[src/rtl/roi_masked_point_operation_defines.svh]
// Assertion macros for the region-masked point operation.
// Included by files that carry concurrent assertions; depends on nothing.
`ifndef ROI_MASKED_POINT_OPERATION_DEFINES_SVH
`define ROI_MASKED_POINT_OPERATION_DEFINES_SVH
`ifndef ASSERT_OFF
`define RMPO_ASSERT(lbl, clk, rstn, prop) \
  lbl: assert property (@(posedge clk) disable iff (!rstn) prop) \
    else $error("assertion failed");
`define RMPO_ASSERT_NEVER(lbl, clk, rstn, prop) \
  lbl: assert property (@(posedge clk) disable iff (!rstn) !(prop)) \
    else $error("forbidden condition seen");
`else
`define RMPO_ASSERT(lbl, clk, rstn, prop)
`define RMPO_ASSERT_NEVER(lbl, clk, rstn, prop)
`endif
`endif

[src/rtl/rmpo_pkg.sv]
// Shared constants, codes and types of the region-masked point operation.
// Used by every module of the block; depends on nothing.
package rmpo_pkg;

  localparam int COORD_BITS    = 12;
  localparam int SIZE_BITS     = COORD_BITS + 1;
  localparam int SPAN_BITS     = COORD_BITS + 2;
  localparam int PIX_BITS      = 8;
  localparam int THR_BITS      = 9;
  localparam int OFS_BITS      = 9;
  localparam int CFG_ADDR_BITS = 3;
  localparam int CFG_DATA_BITS = (SIZE_BITS > THR_BITS) ? SIZE_BITS : THR_BITS;

  localparam logic [PIX_BITS-1:0] PIX_MAX = 8'd255;
  localparam logic [PIX_BITS-1:0] PIX_MIN = 8'd0;
  localparam logic [THR_BITS-1:0] THR_RESET = 9'd128;

  typedef enum logic [CFG_ADDR_BITS-1:0] {
    REG_OP_MODE     = 3'd0,
    REG_THRESHOLD   = 3'd1,
    REG_GREY_OFFSET = 3'd2,
    REG_ROI_TOP     = 3'd3,
    REG_ROI_LEFT    = 3'd4,
    REG_ROI_HEIGHT  = 3'd5,
    REG_ROI_WIDTH   = 3'd6
  } cfg_reg_t;

  typedef enum logic {
    OP_BINARIZE = 1'b0,
    OP_ADD_GREY = 1'b1
  } op_mode_t;

  typedef struct packed {
    logic [PIX_BITS-1:0] raw;
    logic [PIX_BITS-1:0] sat;
    logic                below;
  } lane_res_t;

endpackage

[src/rtl/rmpo_lane.sv]
// One channel lane: saturating offset add and threshold compare, registered.
// Depends on rmpo_pkg.
module rmpo_lane (
  input  logic                            clk,
  input  logic [rmpo_pkg::PIX_BITS-1:0]   sample,
  input  logic [rmpo_pkg::THR_BITS-1:0]   threshold,
  input  logic signed [rmpo_pkg::OFS_BITS-1:0] offset,
  output rmpo_pkg::lane_res_t             res_r
);
  import rmpo_pkg::*;

  logic signed [PIX_BITS+1:0] sum;
  lane_res_t                  res_nxt;

  always_comb begin
    sum = $signed({2'b00, sample}) + {offset[OFS_BITS-1], offset};
    res_nxt.raw = sample;
    res_nxt.below = ({1'b0, sample} < threshold);
    priority if (sum[PIX_BITS+1]) begin
      res_nxt.sat = PIX_MIN;
    end else if (sum[PIX_BITS]) begin
      res_nxt.sat = PIX_MAX;
    end else begin
      res_nxt.sat = sum[PIX_BITS-1:0];
    end
  end

  always_ff @(posedge clk) begin
    res_r <= res_nxt;
  end

endmodule

[src/rtl/rmpo_region.sv]
// Region test: row and column against the inclusive-exclusive bounds, registered.
// Depends on rmpo_pkg.
module rmpo_region (
  input  logic                             clk,
  input  logic [rmpo_pkg::COORD_BITS-1:0]  row,
  input  logic [rmpo_pkg::COORD_BITS-1:0]  col,
  input  logic [rmpo_pkg::COORD_BITS-1:0]  roi_top,
  input  logic [rmpo_pkg::COORD_BITS-1:0]  roi_left,
  input  logic [rmpo_pkg::SIZE_BITS-1:0]   roi_height,
  input  logic [rmpo_pkg::SIZE_BITS-1:0]   roi_width,
  output logic                             inside_r
);
  import rmpo_pkg::*;

  logic [SPAN_BITS-1:0] row_end;
  logic [SPAN_BITS-1:0] col_end;
  logic                 inside_nxt;

  always_comb begin
    row_end = {2'b00, roi_top} + {1'b0, roi_height};
    col_end = {2'b00, roi_left} + {1'b0, roi_width};
    inside_nxt = (row >= roi_top) && ({2'b00, row} < row_end) &&
                 (col >= roi_left) && ({2'b00, col} < col_end);
  end

  always_ff @(posedge clk) begin
    inside_r <= inside_nxt;
  end

endmodule

[src/rtl/roi_masked_point_operation.sv]
// Throughput: one word per clock; start is registered through v1_r and then valid_r to out_valid.
// Stage 1 runs the region test and three channel lanes side by side,
// stage 2 merges lane results by mode and region into the output registers.
// busy stays low; results cannot be stalled by the receiver.
// Synchronous active-low reset clears the pipeline valids and the configuration registers.
`include "roi_masked_point_operation_defines.svh"
module roi_masked_point_operation (
  input  logic                                 clk,
  input  logic                                 rst_n,
  input  logic                                 start,
  output logic                                 busy,
  input  logic [rmpo_pkg::COORD_BITS-1:0]      in_pixel_row,
  input  logic [rmpo_pkg::COORD_BITS-1:0]      in_pixel_col,
  input  logic [rmpo_pkg::PIX_BITS-1:0]        in_red,
  input  logic [rmpo_pkg::PIX_BITS-1:0]        in_green,
  input  logic [rmpo_pkg::PIX_BITS-1:0]        in_blue,
  input  logic                                 cfg_we,
  input  logic [rmpo_pkg::CFG_ADDR_BITS-1:0]   cfg_addr,
  input  logic [rmpo_pkg::CFG_DATA_BITS-1:0]   cfg_wdata,
  output logic                                 out_valid,
  output logic [rmpo_pkg::PIX_BITS-1:0]        out_red,
  output logic [rmpo_pkg::PIX_BITS-1:0]        out_green,
  output logic [rmpo_pkg::PIX_BITS-1:0]        out_blue,
  output logic                                 out_inside_region
);
  import rmpo_pkg::*;

  op_mode_t                    mode_r;
  logic [THR_BITS-1:0]         thr_r;
  logic signed [OFS_BITS-1:0]  ofs_r;
  logic [COORD_BITS-1:0]       top_r;
  logic [COORD_BITS-1:0]       left_r;
  logic [SIZE_BITS-1:0]        height_r;
  logic [SIZE_BITS-1:0]        width_r;

  logic                        accept;
  logic                        v1_r;
  op_mode_t                    m1_r;
  op_mode_t                    m2_r;
  logic                        inside1;
  lane_res_t                   lane_red;
  lane_res_t                   lane_green;
  lane_res_t                   lane_blue;

  logic                        valid_r;
  logic [PIX_BITS-1:0]         red_r;
  logic [PIX_BITS-1:0]         green_r;
  logic [PIX_BITS-1:0]         blue_r;
  logic                        inside_r;
  logic [PIX_BITS-1:0]         red_nxt;
  logic [PIX_BITS-1:0]         green_nxt;
  logic [PIX_BITS-1:0]         blue_nxt;
  logic [PIX_BITS-1:0]         level;

  assign busy   = 1'b0;
  assign accept = start && !busy;

  always_ff @(posedge clk) begin
    if (!rst_n) begin
      mode_r   <= OP_BINARIZE;
      thr_r    <= THR_RESET;
      ofs_r    <= '0;
      top_r    <= '0;
      left_r   <= '0;
      height_r <= '0;
      width_r  <= '0;
    end else if (cfg_we) begin
      unique case (cfg_reg_t'(cfg_addr))
        REG_OP_MODE:     mode_r   <= op_mode_t'(cfg_wdata[0]);
        REG_THRESHOLD:   thr_r    <= cfg_wdata[THR_BITS-1:0];
        REG_GREY_OFFSET: ofs_r    <= cfg_wdata[OFS_BITS-1:0];
        REG_ROI_TOP:     top_r    <= cfg_wdata[COORD_BITS-1:0];
        REG_ROI_LEFT:    left_r   <= cfg_wdata[COORD_BITS-1:0];
        REG_ROI_HEIGHT:  height_r <= cfg_wdata[SIZE_BITS-1:0];
        REG_ROI_WIDTH:   width_r  <= cfg_wdata[SIZE_BITS-1:0];
        default: ;
      endcase
    end
  end

  rmpo_region u_region (
    .clk        (clk),
    .row        (in_pixel_row),
    .col        (in_pixel_col),
    .roi_top    (top_r),
    .roi_left   (left_r),
    .roi_height (height_r),
    .roi_width  (width_r),
    .inside_r   (inside1)
  );

  rmpo_lane u_lane_red (
    .clk (clk), .sample (in_red), .threshold (thr_r), .offset (ofs_r), .res_r (lane_red)
  );

  rmpo_lane u_lane_green (
    .clk (clk), .sample (in_green), .threshold (thr_r), .offset (ofs_r), .res_r (lane_green)
  );

  rmpo_lane u_lane_blue (
    .clk (clk), .sample (in_blue), .threshold (thr_r), .offset (ofs_r), .res_r (lane_blue)
  );

  always_ff @(posedge clk) begin
    if (!rst_n) begin
      v1_r    <= 1'b0;
      valid_r <= 1'b0;
    end else begin
      v1_r    <= accept;
      valid_r <= v1_r;
    end
  end

  always_ff @(posedge clk) begin
    m1_r <= mode_r;
    m2_r <= m1_r;
  end

  // merge: binarize follows channel 0 only
  always_comb begin
    level = lane_red.below ? PIX_MIN : PIX_MAX;
    priority if (!inside1) begin
      red_nxt   = lane_red.raw;
      green_nxt = lane_green.raw;
      blue_nxt  = lane_blue.raw;
    end else if (m1_r == OP_BINARIZE) begin
      red_nxt   = level;
      green_nxt = level;
      blue_nxt  = level;
    end else begin
      red_nxt   = lane_red.sat;
      green_nxt = lane_green.sat;
      blue_nxt  = lane_blue.sat;
    end
  end

  always_ff @(posedge clk) begin
    red_r    <= red_nxt;
    green_r  <= green_nxt;
    blue_r   <= blue_nxt;
    inside_r <= inside1;
  end

  assign out_valid         = valid_r;
  assign out_red           = red_r;
  assign out_green         = green_r;
  assign out_blue          = blue_r;
  assign out_inside_region = inside_r;

  `RMPO_ASSERT(a_valid_follows_start, clk, rst_n, out_valid |-> $past(start, 2))
  `RMPO_ASSERT(a_outside_passes, clk, rst_n,
    (out_valid && !out_inside_region) |-> (out_red == $past(in_red, 2) &&
      out_green == $past(in_green, 2) && out_blue == $past(in_blue, 2)))
  `RMPO_ASSERT(a_binarize_grey, clk, rst_n,
    (out_valid && out_inside_region && m2_r == OP_BINARIZE) |->
      (out_red == out_green && out_green == out_blue &&
       (out_red == PIX_MIN || out_red == PIX_MAX)))
  `RMPO_ASSERT_NEVER(a_never_busy, clk, rst_n, busy)

endmodule

[config.mk]
export PLATFORM = sky130hd
export DESIGN_NAME = roi_masked_point_operation
export DESIGN_NICKNAME = d
export VERILOG_FILES = /design/src/rtl/rmpo_pkg.sv /design/src/rtl/rmpo_lane.sv /design/src/rtl/rmpo_region.sv /design/src/rtl/roi_masked_point_operation.sv
export VERILOG_INCLUDE_DIRS = /design/src /design/src/rtl
export SDC_FILE = /design/constraint.sdc
export NUM_CORES = 1
export LEC_CHECK = 0
export ABC_CLOCK_PERIOD_IN_PS = 4100
export BUFFER_PORTS_ARGS = -buffer_cell sky130_fd_sc_hd__buf_2
export CORE_MARGIN = 2
export CORE_UTILIZATION = 60
export CTS_BUF_LIST = sky130_fd_sc_hd__clkbuf_16
export DETAILED_ROUTE_END_ITERATION = 6
export GPL_ROUTABILITY_DRIVEN = 0
export PLACE_DENSITY = 0.81
export SLEW_MARGIN = 10
export SYNTH_ARGS = -nofsm -noshare
export SYNTH_HDL_FRONTEND = slang
export SYNTH_HIERARCHICAL = 1
export SYNTH_SLANG_ARGS = --single-unit
[constraint.sdc]
create_clock -name clk -period 4.1 [get_ports clk]
set_clock_uncertainty 0.15 [all_clocks]
set_input_delay 0.82 -clock clk [delete_from_list [all_inputs] [get_ports clk]]
set_output_delay 0.82 -clock clk [all_outputs]
set_load 0.005 [all_outputs]
**After elaboration in Yosys (flattened, before gate mapping)**

Index checks and enable logic that the tools add are counted.

- Bits in registers: 147
- Bits in latches: 0
- Memory bits (writable): 0
- ROM bits: 0
- Input port bits: 68
- Word-level logic and storage cells: 59
- Memories kept: 0

- $add $sub $neg: 5
- $mul: 0
- Div/mod/pow operators: 0
- Magnitude comparators: 5
- Eq/ne operators: 6
- Shifts and indexed selects: 0
- Muxes and demuxes: 10
- Bitwise operators: 0
- Reductions and logical operators: 11

Operators with widths:

| cell | number |
|---|---|
| 2-to-1 mux 8 bit | 10 |
| adder 9 x 9 -> 10 bit | 3 |
| adder 12 x 13 -> 14 bit | 2 |
| less-than comparator 12 x 14 -> 1 bit | 2 |
| >= comparator 12 bit | 2 |
| AND reduction 2 bit | 7 |
| == test 3 bit (second input constant) | 3 |
| less-than comparator 8 x 9 -> 1 bit | 1 |
| == test 3 x 2 -> 1 bit (second input constant) | 2 |
| == test 3 x 1 -> 1 bit (second input constant) | 1 |
| logical AND 1 bit | 3 |
| zero test 3 bit | 1 |

**Longest topological paths before layout**

Gate-level depths: netlist of the first run.

- Depth after elaboration: 5
- Mapped depth: 16

**Cells and area by module**

The synthesis of the first run kept the hierarchy.

Modules (own cells, without submodules):

| module | instances | cells each | area each (um^2) |
|---|---|---|---|
| roi_masked_point_operation | 1 | 360 | 3756.1 |
| rmpo_lane | 3 | 129 | 1136.1 |
| rmpo_region | 1 | 267 | 2159.6 |

**Least setup slack after synthesis of the first run**

OpenSTA, ideal clock, no wires.

- Path type: register -> register
- From: reg top_r[0]
- To: reg u_region.inside_r
- Setup time: 0.126 ns
- Data arrival time: 3.094 ns
- Slack: 0.730 ns
- Stages on the path, launching flop included: 17
- Buffers on the path: 0
- Clock period less this slack: 3.370 ns
- Path through: dfxtp_1 -> ha_1 -> fa_1 -> a211oi_2 -> o21ai_1 -> a21boi_2 -> a21o_2 -> a21oi_1 -> xor2_1 -> ha_1 -> nand4_1 -> nor2_1 -> nand2_1 -> a21oi_1 -> a2111oi_4 -> nor4_2 -> a211oi_2

- Word-level cells in the longest chain between the ends: 5
- Elaborated cells between the ends (all ways): 6
- Those cells by class: add/sub: 1; order compare: 2; reduce/logical: 3

Ends and longest elaborated chain:

| what | RTL line | text |
|---|---|---|
| start: declaration | roi_masked_point_operation.sv:31 | `logic [COORD_BITS-1:0] top_r;` |
| start signal: assignment | roi_masked_point_operation.sv:72 | `REG_ROI_TOP: top_r <= cfg_wdata[COORD_BITS-1:0];` |
| adder 12 x 13 -> 14 bit | rmpo_region.sv:20 | `row_end = {2'b00, roi_top} + {1'b0, roi_height};` |
| less-than comparator 12 x 14 -> 1 bit | rmpo_region.sv:22 | `inside_nxt = (row >= roi_top) && ({2'b00, row} < row_end) &&` |
| logical AND 1 bit * (2 in series) | rmpo_region.sv:22 |  |
| logical AND 1 bit * | rmpo_region.sv:23 | `(col >= roi_left) && ({2'b00, col} < col_end);` |
| net u_region.inside_nxt | rmpo_region.sv:17 | `logic inside_nxt;` |
| end signal: assignment | rmpo_region.sv:27 | `inside_r <= inside_nxt;` |
| end: declaration | rmpo_region.sv:11 | `output logic inside_r` |

Mark *: on every way through the listed nets, which the timed path passes. The rest lies on a longest branch.
A chain may end at the register's enable or synchronous reset.

**Worst setup path in the final report of the first run**

Same ends and word-level chain as after synthesis.

==> results.ini, run 1 <==
[worst_hold_path]
whs_endpoint=m1_r$_DFF_P_
hold_start=mode_r$_SDFFE_PN0P_
hold_depth=0
min_path_type=reg -> reg

[place]
dp_hpwl_um=14800
pre_cts_slack_ns=0.506
io_buffer_count=93

[final_layout]
finalNetCount=1221
layout_common_cells=147 x dfxtp_1, 111 x nand2_1, 101 x ha_1, 93 x buf_2, 69 x mux2i_1
area_delta_synth_final_pct=12.6
final_common_cell=dfxtp_1
drive_above_1_share=0.164
antenna_cells=0

[synth]
syn_nets=1138
avgSynthCellArea_um2=9.27
synth_warnings=6
synthCells=964
syn_area_mm2=0.00894

[setup_path]
path_class=reg -> reg
r2r_start=top_r[0]$_SDFFE_PN0P_
rrSetupSlack_ns=0.48
worst-r2r-cell-count=16
critPathLaunchType=flip-flop
rr_endpoint=u_region/inside_r$_DFF_P_
cp.arrival_ns=3.77
crit_path_max_fanout=3
timing.critical_path.required_ns=4.25
endpoint_kind=flip-flop

[timing]
hold_slack_ns=0.204
relSlewSlack=0.342
tns_ns=0
setup_viol=0
hold_viol_final=0
drv_slew=0
rsz0062_at_grt=false
max_freq_mhz=276
fin_crit_ns=3.62
fin_ws_ns=0.478
worstMarginPinSlew_ns=0.987
finalCritPeriodShare=0.883

[cts]
cts_tree=done
clockRootBuffer=clkbuf_16
insertion_delay_ns=0.42
cts_hold_buf=0
clock-sinks=147
clk_pin_slew_ns=0.06
htree_num_levels=4
postCtsSetupRepairBufs=0
cts_buffers=17
clockBufferDepth=2
postCtsResizedCells=0

[drt]
drt-total-wl_um=20100
vias_per_cell=5.83
final_antenna_net_count=0
drc_errors=0
wl_per_cell_um=16.1
firstDrtPassIters=5
vias=7249
first_iter_violations=399

[pwr]
clkPwrFrac=0.435
seqPwrFrac=0.432
leakagePower_uw=0.00469
ir_drop_uv=342
comb_power_share=0.133
p_per_area_mw_per_mm2=354
power.share.switching=0.249
p_switching_uw=886
p_int_uw=2670

[floorplanning]
core_mm2=0.0145
fp.dieArea_mm2=0.0159
fp.dieW_um=126
start_util=0.615
row_count=44
die_h_um=126
boundaryPins=95

[flow_run]
cap_violations=0

[grt]
antenna_found_initial=0
grt_pass1_vias=7004
grt_overflow_total=0
grt_pass1_wl_um=33100
track_usage=0.256
grt_max_degree=50

[status]
status=complete, no violations

[layer usage]
layer	track usage	share of wire	wire, um	vias up
li1	-	-	-	3636
met1	0.300	0.42	8480	3334
met2	0.460	0.50	10000	234
met3	0.0556	0.054	1090	45
met4	0.0950	0.025	507	0
met5	0	0	0	-
[worst max-delay path, cell delays in order, from the launching register on]
cell	delay, ns
dfxtp_1	0.33
ha_1	0.24
fa_1	0.44
a211oi_2	0.24
o21ai_1	0.11
a21boi_2	0.19
a21o_2	0.21
a21oi_1	0.16
xor2_1	0.09
ha_1	0.29
nand4_1	0.09
nor2_1	0.21
nand2_1	0.08
a21oi_1	0.22
a2111oi_4	0.09
nor4_2	0.29
a211oi_2	0.06
[state kept, by name, indices dropped and copies added, names as in the netlist, 8 cells and up]
| register | flops |
|---|---|
| u_lane_blue/res_r | 16 |
| u_lane_red/res_r | 17 |
| out_green | 8 |
| left_r | 12 |
| u_lane_green/res_r | 16 |
| out_red | 8 |
| width_r | 13 |
| ofs_r | 9 |
| out_blue | 8 |
| thr_r | 9 |
| height_r | 13 |
| top_r | 12 |
[cell type report]
type | count | area (um2)
clock buffers | 17 | 425
clock inverters | 15 | 166
fillers | 1119 | 4470
inverters | 58 | 218
multi-input cells | 723 | 5560
flip-flops and latches | 147 | 2940
well taps | 184 | 230
repair buffers | 100 | 518
[stage by stage]
step / instances / instance area (um2) / util / total power (uW)
after floorplan: 964 / 8940 / - / 1890
after global placement: 1212 / 9470 / 0.652 / 2020
after detailed placement: 1212 / 9470 / 0.652 / 2030
after CTS: 1244 / 10100 / 0.692 / 3570
after global routing: 1244 / 10100 / 0.692 / 3700
final: 1244 / 10100 / 0.692 / 3560
[power groups by stage]
stage | Combinational (uW) | Clock (uW) | Sequential [uW]
detailed placement | 466 | 0 | 1570
CTS | 471 | 1570 | 1540
floorplan | 322 | 0 | 1560
global route | 526 | 1630 | 1540
global placement | 455 | 0 | 1560
finish | 474 | 1550 | 1540
[how the worst max path moves through the flow]
stage / startpoint / endpoint / slack [ns] / depth (start not counted)
3_3_place_gp: top_r[0]$_SDFFE_PN0P_ / u_region/inside_r$_DFF_P_ / 0.57 / 16
4_1_cts: top_r[0]$_SDFFE_PN0P_ / u_region/inside_r$_DFF_P_ / 0.47 / 16
3_5_place_dp: top_r[0]$_SDFFE_PN0P_ / u_region/inside_r$_DFF_P_ / 0.51 / 16
5_1_grt: top_r[0]$_SDFFE_PN0P_ / u_region/inside_r$_DFF_P_ / 0.21 / 16
6_report: top_r[0]$_SDFFE_PN0P_ / u_region/inside_r$_DFF_P_ / 0.48 / 16
2_1_floorplan: top_r[0]$_SDFFE_PN0P_ / u_region/inside_r$_DFF_P_ / 0.73 / 16
(Power assumes the default switching activity.)
==> run 2, diff against run 1 <==
Settings changed: CTS_BUF_LIST sky130_fd_sc_hd__clkbuf_16 to not set, PLACE_DENSITY 0.81 to 0.86.
==> results.ini, run 2 (synthesis gave the netlist of run 1 again) <==
[final_layout]
reg.largest.list=u_lane_red/res_r x17, u_lane_blue/res_r x16, u_lane_green/res_r x16
nFillCells=1092  ; -2.4%
post-route-util=0.690  ; -0.00207
largest_reg_flops=17  ; unchanged
top_register=u_lane_red/res_r
final_cell_area_mm2=0.0100  ; -0.30%
drive_above_1_share=0.164  ; -0.000480
antenna_cells=0  ; unchanged
finalNetCount=1218  ; -0.25%
final_common_cell=dfxtp_1
area_delta_synth_final_pct=12.2
layout_common_cells=147 x dfxtp_1, 111 x nand2_1, 101 x ha_1, 93 x buf_2, 69 x mux2i_1

[cts]
clk_pin_slew_ns=0.06  ; about the same
cts_tree=done
clockBufferDepth=2  ; unchanged
cts_hold_buf=0  ; unchanged
clockRootBuffer=clkbuf_16
insertion_delay_ns=0.42  ; about the same
clock-sinks=147  ; unchanged
postCtsSetupRepairBufs=0  ; unchanged
postCtsResizedCells=0  ; unchanged
cts_buffers=17  ; unchanged
htree_num_levels=4  ; unchanged

[floorplanning]
fp.dieW_um=126  ; unchanged
fp.dieArea_mm2=0.0159  ; unchanged
die_h_um=126  ; unchanged
core_mm2=0.0145  ; unchanged
start_util=0.615  ; unchanged
boundaryPins=95  ; unchanged
row_count=44  ; unchanged

[timing]
hold_slack_ns=0.209  ; +0.00435 ns
fin_ws_ns=0.372  ; -0.105 ns
finalCritPeriodShare=0.909  ; +0.0257
hold_viol_final=0  ; unchanged
tns_ns=0  ; unchanged
worstMarginPinSlew_ns=1.07  ; +0.0791 ns
fin_crit_ns=3.73  ; +0.105 ns
setup_viol=0  ; unchanged
max_freq_mhz=268  ; -2.8%
drv_slew=0  ; unchanged
rsz0062_at_grt=false
relSlewSlack=0.290  ; -0.0528

[worst_hold_path]
hold_depth=0  ; unchanged
min_path_type=reg -> reg

[pwr]
comb_power_share=0.133  ; about the same
p_switching_uw=894  ; +0.97%
clkPwrFrac=0.429  ; -0.006
ir_drop_uv=346  ; +1.1%
p_int_uw=2620  ; -1.9%
seqPwrFrac=0.438  ; +0.006
leakagePower_uw=0.00465  ; -0.83%
p_per_area_mw_per_mm2=350  ; -0.88%
power.share.switching=0.254  ; +0.00541

[drt]
wl_per_cell_um=16.3  ; +0.97%
final_antenna_net_count=0  ; unchanged
vias_per_cell=5.98  ; +2.6%
vias=7418  ; +2.3%
drc_errors=0  ; unchanged
firstDrtPassIters=5  ; unchanged
first_iter_violations=629  ; +58%
drt-total-wl_um=20200  ; +0.72%

[setup_path]
worst-r2r-cell-count=16  ; unchanged
cp.arrival_ns=3.88  ; +0.11 ns
crit_path_max_fanout=3  ; unchanged
timing.critical_path.required_ns=4.25  ; about the same
endpoint_kind=flip-flop
path_class=reg -> reg
critPathLaunchType=flip-flop

[grt]
grt_pass1_vias=7183  ; +2.6%
grt_overflow_total=0  ; unchanged
track_usage=0.256  ; about the same
antenna_found_initial=1  ; +1
grt_pass1_wl_um=33300  ; +0.31%
grt_max_degree=64  ; +28%

[place]
dp_hpwl_um=14700  ; -0.59%
io_buffer_count=93  ; unchanged
pre_cts_slack_ns=0.455  ; -0.0512 ns
dpl_cell_area_mm2=0.00945  ; -0.24%

[status]
status=complete, no violations

[flow_run]
cap_violations=0  ; unchanged

==> run 2: changes by cell type in the layout (fill, tap and decap cells not counted) <==
cell,delta
buf_4,-3
clkinv_1,-1
inv_1,-2
inv_6,+2
clkinvlp_4,+3
bufinv_16,-1
clkbuf_1,+1
clkinv_2,-2
==> run 2: worst paths after layout <==
kind / startpoint / endpoint / slack [ns]
worst max register to register: top_r[0]$_SDFFE_PN0P_ / u_region/inside_r$_DFF_P_ / 0.37
worst min register to register: mode_r$_SDFFE_PN0P_ / m1_r$_DFF_P_ / 0.21
worst min-delay path: mode_r$_SDFFE_PN0P_ / m1_r$_DFF_P_ / 0.21
worst max-delay path: top_r[0]$_SDFFE_PN0P_ / u_region/inside_r$_DFF_P_ / 0.37
==> run 2: worst max-delay path, cell delays in order (launching register included) <==
cell       delay [ns]
dfxtp_1          0.32
ha_1             0.24
fa_1             0.44
a211oi_2         0.28
o21ai_1          0.12
a21boi_2         0.19
a21o_2           0.22
a21oi_1          0.17
xor2_1           0.09
ha_1             0.30
nand4_1          0.10
nor2_1           0.22
nand2_1          0.10
a21oi_1          0.25
a2111oi_4        0.10
nor4_2           0.28
a211oi_2         0.05
==> run 2: metal layers <==
metal / global-route usage / vias to the layer above / wire (um)
met5: 0 / - / 0
met4: 0.104 / 0 / 567
met3: 0.0540 / 45 / 1110
met2: 0.456 / 243 / 10100
met1: 0.300 / 3512 / 8470
li1: - / 3618 / -
==> run 2: cell type report <==
type / instances / area [um2] / area share
Multi-Input combinational cell: 723 / 5560 / 0.554
Sequential cell: 147 / 2940 / 0.293
Timing Repair Buffer: 97 / 495 / 0.0494
Clock buffer: 18 / 429 / 0.0428
Tap cell: 184 / 230 / 0.0229
Inverter: 58 / 218 / 0.0217
Clock inverter: 14 / 155 / 0.0155
==> run 2: through the flow <==
stage,total power [uW],instances
finish,3520,1241
global route,3660,1241
CTS,3540,1241
detailed placement,2030,1209
global placement,2010,1209
floorplan,1890,964
==> run 2: power groups by stage <==
| stage | clock [uW] | sequential (uW) | combinational (uW) |
|---|---|---|---|
| after floorplan | 0 | 1560 | 322 |
| after global placement | 0 | 1570 | 444 |
| after detailed placement | 0 | 1570 | 459 |
| after CTS | 1530 | 1540 | 464 |
| after global routing | 1600 | 1550 | 520 |
| final | 1510 | 1540 | 468 |
==> run 3, diff against run 2 <==
Settings changed: BUFFER_PORTS_ARGS -buffer_cell sky130_fd_sc_hd__buf_2 to not set, CORE_UTILIZATION 60 to 40, CTS_BUF_LIST set to sky130_fd_sc_hd__clkbuf_4 sky130_fd_sc_hd__clkbuf_8, DONT_BUFFER_PORTS set to 1, PLACE_DENSITY 0.86 to 0.59.
==> results.ini, run 3 (synthesis gave the netlist of run 1 again) <==
[status]
status=complete, no violations

[final_layout]
drive_above_1_share=0.0821  ; -0.0816
nFillCells=2177  ; +99%
antenna_cells=0  ; unchanged
reg.largest.list=u_lane_red/res_r x17, u_lane_blue/res_r x16, u_lane_green/res_r x16
finalNetCount=1124  ; -7.7%
area_delta_synth_final_pct=6.77
top_register=u_lane_red/res_r
largest_reg_flops=17  ; unchanged
final_common_cell=dfxtp_1
layout_common_cells=147 x dfxtp_1, 111 x nand2_1, 101 x ha_1, 69 x mux2i_1, 55 x inv_1

[setup_path]
rr_endpoint=u_region/inside_r$_DFF_P_
timing.critical_path.required_ns=4.29  ; +0.04 ns
r2r_start=top_r[0]$_SDFFE_PN0P_
worst-r2r-cell-count=16  ; unchanged
path_class=reg -> reg
cp.arrival_ns=3.80  ; -0.08 ns
critPathLaunchType=flip-flop
rrSetupSlack_ns=0.48  ; +0.11 ns
endpoint_kind=flip-flop
crit_path_max_fanout=3  ; unchanged

[pwr]
leakagePower_uw=0.00423  ; -9.0%
ir_drop_uv=189  ; -45%
p_per_area_mw_per_mm2=338  ; -3.6%
p_total_uw=3220  ; -8.3%

[timing]
fin_crit_ns=3.62  ; -0.109 ns
worstMarginPinSlew_ns=0.918  ; -0.147 ns
drv_slew=0  ; unchanged
tns_ns=0  ; unchanged
relSlewSlack=0.388  ; +0.0982
setup_viol=0  ; unchanged
hold_viol_final=0  ; unchanged
max_freq_mhz=276  ; +3.0%
rsz0062_at_grt=false
finalCritPeriodShare=0.883  ; -0.0266

[grt]
grt_pass1_wl_um=33400  ; +0.35%
grt_pass1_vias=6364  ; -11%
antenna_found_initial=0  ; -1
track_usage=0.176  ; -0.0803
grt_max_degree=86  ; +34%
grt_overflow_total=0  ; unchanged

[cts]
cts_hold_buf=0  ; unchanged
cts_tree=done
postCtsSetupRepairBufs=0  ; unchanged
clock-sinks=147  ; unchanged
clk_pin_slew_ns=0.09  ; +0.03 ns
htree_num_levels=4  ; unchanged
clockBufferDepth=2  ; unchanged
postCtsResizedCells=0  ; unchanged
cts_buffers=17  ; unchanged
clockRootBuffer=clkbuf_8
insertion_delay_ns=0.45  ; +0.03 ns

[floorplanning]
boundaryPins=95  ; unchanged
start_util=0.408  ; -0.207
core_mm2=0.0219  ; +51%
fp.dieW_um=153  ; +22%
die_h_um=153  ; +22%
fp.dieArea_mm2=0.0236  ; +48%
row_count=54  ; +23%

[drt]
vias_per_cell=5.36  ; -10%
drt-total-wl_um=20300  ; +0.40%
firstDrtPassIters=5  ; unchanged
wl_per_cell_um=16.3  ; +0.32%
drc_errors=0  ; unchanged
vias=6661  ; -10%
final_antenna_net_count=0  ; unchanged
first_iter_violations=441  ; -30%

[place]
io_buffer_count=0  ; -100%
dp_hpwl_um=15300  ; +3.9%

[worst_hold_path]
whs_endpoint=m1_r$_DFF_P_
min_path_type=reg -> reg
hold_depth=0  ; unchanged
hold_start=mode_r$_SDFFE_PN0P_

[flow_run]
cap_violations=0  ; unchanged

run 3: critical path, stage by stage, from the launching register on:
cell and delay, ns:
dfxtp_1 0.33, ha_1 0.24, fa_1 0.44, a211oi_2 0.23, o21ai_1 0.11, a21boi_2 0.19
a21o_2 0.21, a21oi_1 0.16, xor2_1 0.09, ha_1 0.30, nand4_1 0.09, nor2_1 0.20
nand2_1 0.08, a21oi_1 0.22, a2111oi_4 0.09, nor4_2 0.30, a211oi_2 0.05
run 3: layout make-up:
| class | instances | area [um2] | share of cell area |
|---|---|---|---|
| clock buffers | 18 | 241 | 0.0253 |
| clock inverters | 13 | 206 | 0.0216 |
| inverters | 58 | 218 | 0.0228 |
| multi-input cells | 723 | 5560 | 0.583 |
| flip-flops and latches | 147 | 2940 | 0.308 |
| well taps | 280 | 350 | 0.0367 |
| repair buffers | 3 | 22.5 | 0.00236 |
run 3: worst max path at each step:
stage                                startpoint                         to  slack (ns)
after detailed placement  top_r[0]$_SDFFE_PN0P_  u_region/inside_r$_DFF_P_        0.52
final                     top_r[0]$_SDFFE_PN0P_  u_region/inside_r$_DFF_P_        0.48
after CTS                 top_r[0]$_SDFFE_PN0P_  u_region/inside_r$_DFF_P_        0.48
after floorplan           top_r[0]$_SDFFE_PN0P_  u_region/inside_r$_DFF_P_        0.73
after global placement    top_r[0]$_SDFFE_PN0P_  u_region/inside_r$_DFF_P_        0.54
after global routing      top_r[0]$_SDFFE_PN0P_  u_region/inside_r$_DFF_P_        0.20
run 3: stage by stage:
step / setup slack (ns) / hold WS [ns] / utilization / std cells / instance area [um2]
after floorplan: 0.730 / 0.181 / - / 964 / 8940
after global placement: 0.536 / 0.187 / 0.416 / 1211 / 9100
after detailed placement: 0.516 / 0.184 / 0.416 / 1211 / 9100
after CTS: 0.483 / 0.203 / 0.436 / 1242 / 9540
after global routing: 0.198 / 0.197 / 0.436 / 1242 / 9540
final: 0.481 / 0.203 / 0.436 / 1242 / 9540
run 3: where the power goes:
| group | switching (uW) | internal (uW) | total, uW |
|---|---|---|---|
| logic | 201 | 174 | 375 |
| clock network | 581 | 730 | 1310 |
| registers | 31.7 | 1510 | 1540 |
| total | 813 | 2410 | 3220 |
run 3: layer usage:
layer / vias up / GRT usage / part of all wire
met5: - / 0 / 0
met1: 3062 / 0.227 / 0.46
met4: 0 / 0.0441 / 0.015
met3: 22 / 0.0522 / 0.058
met2: 147 / 0.288 / 0.46
li1: 3430 / - / -
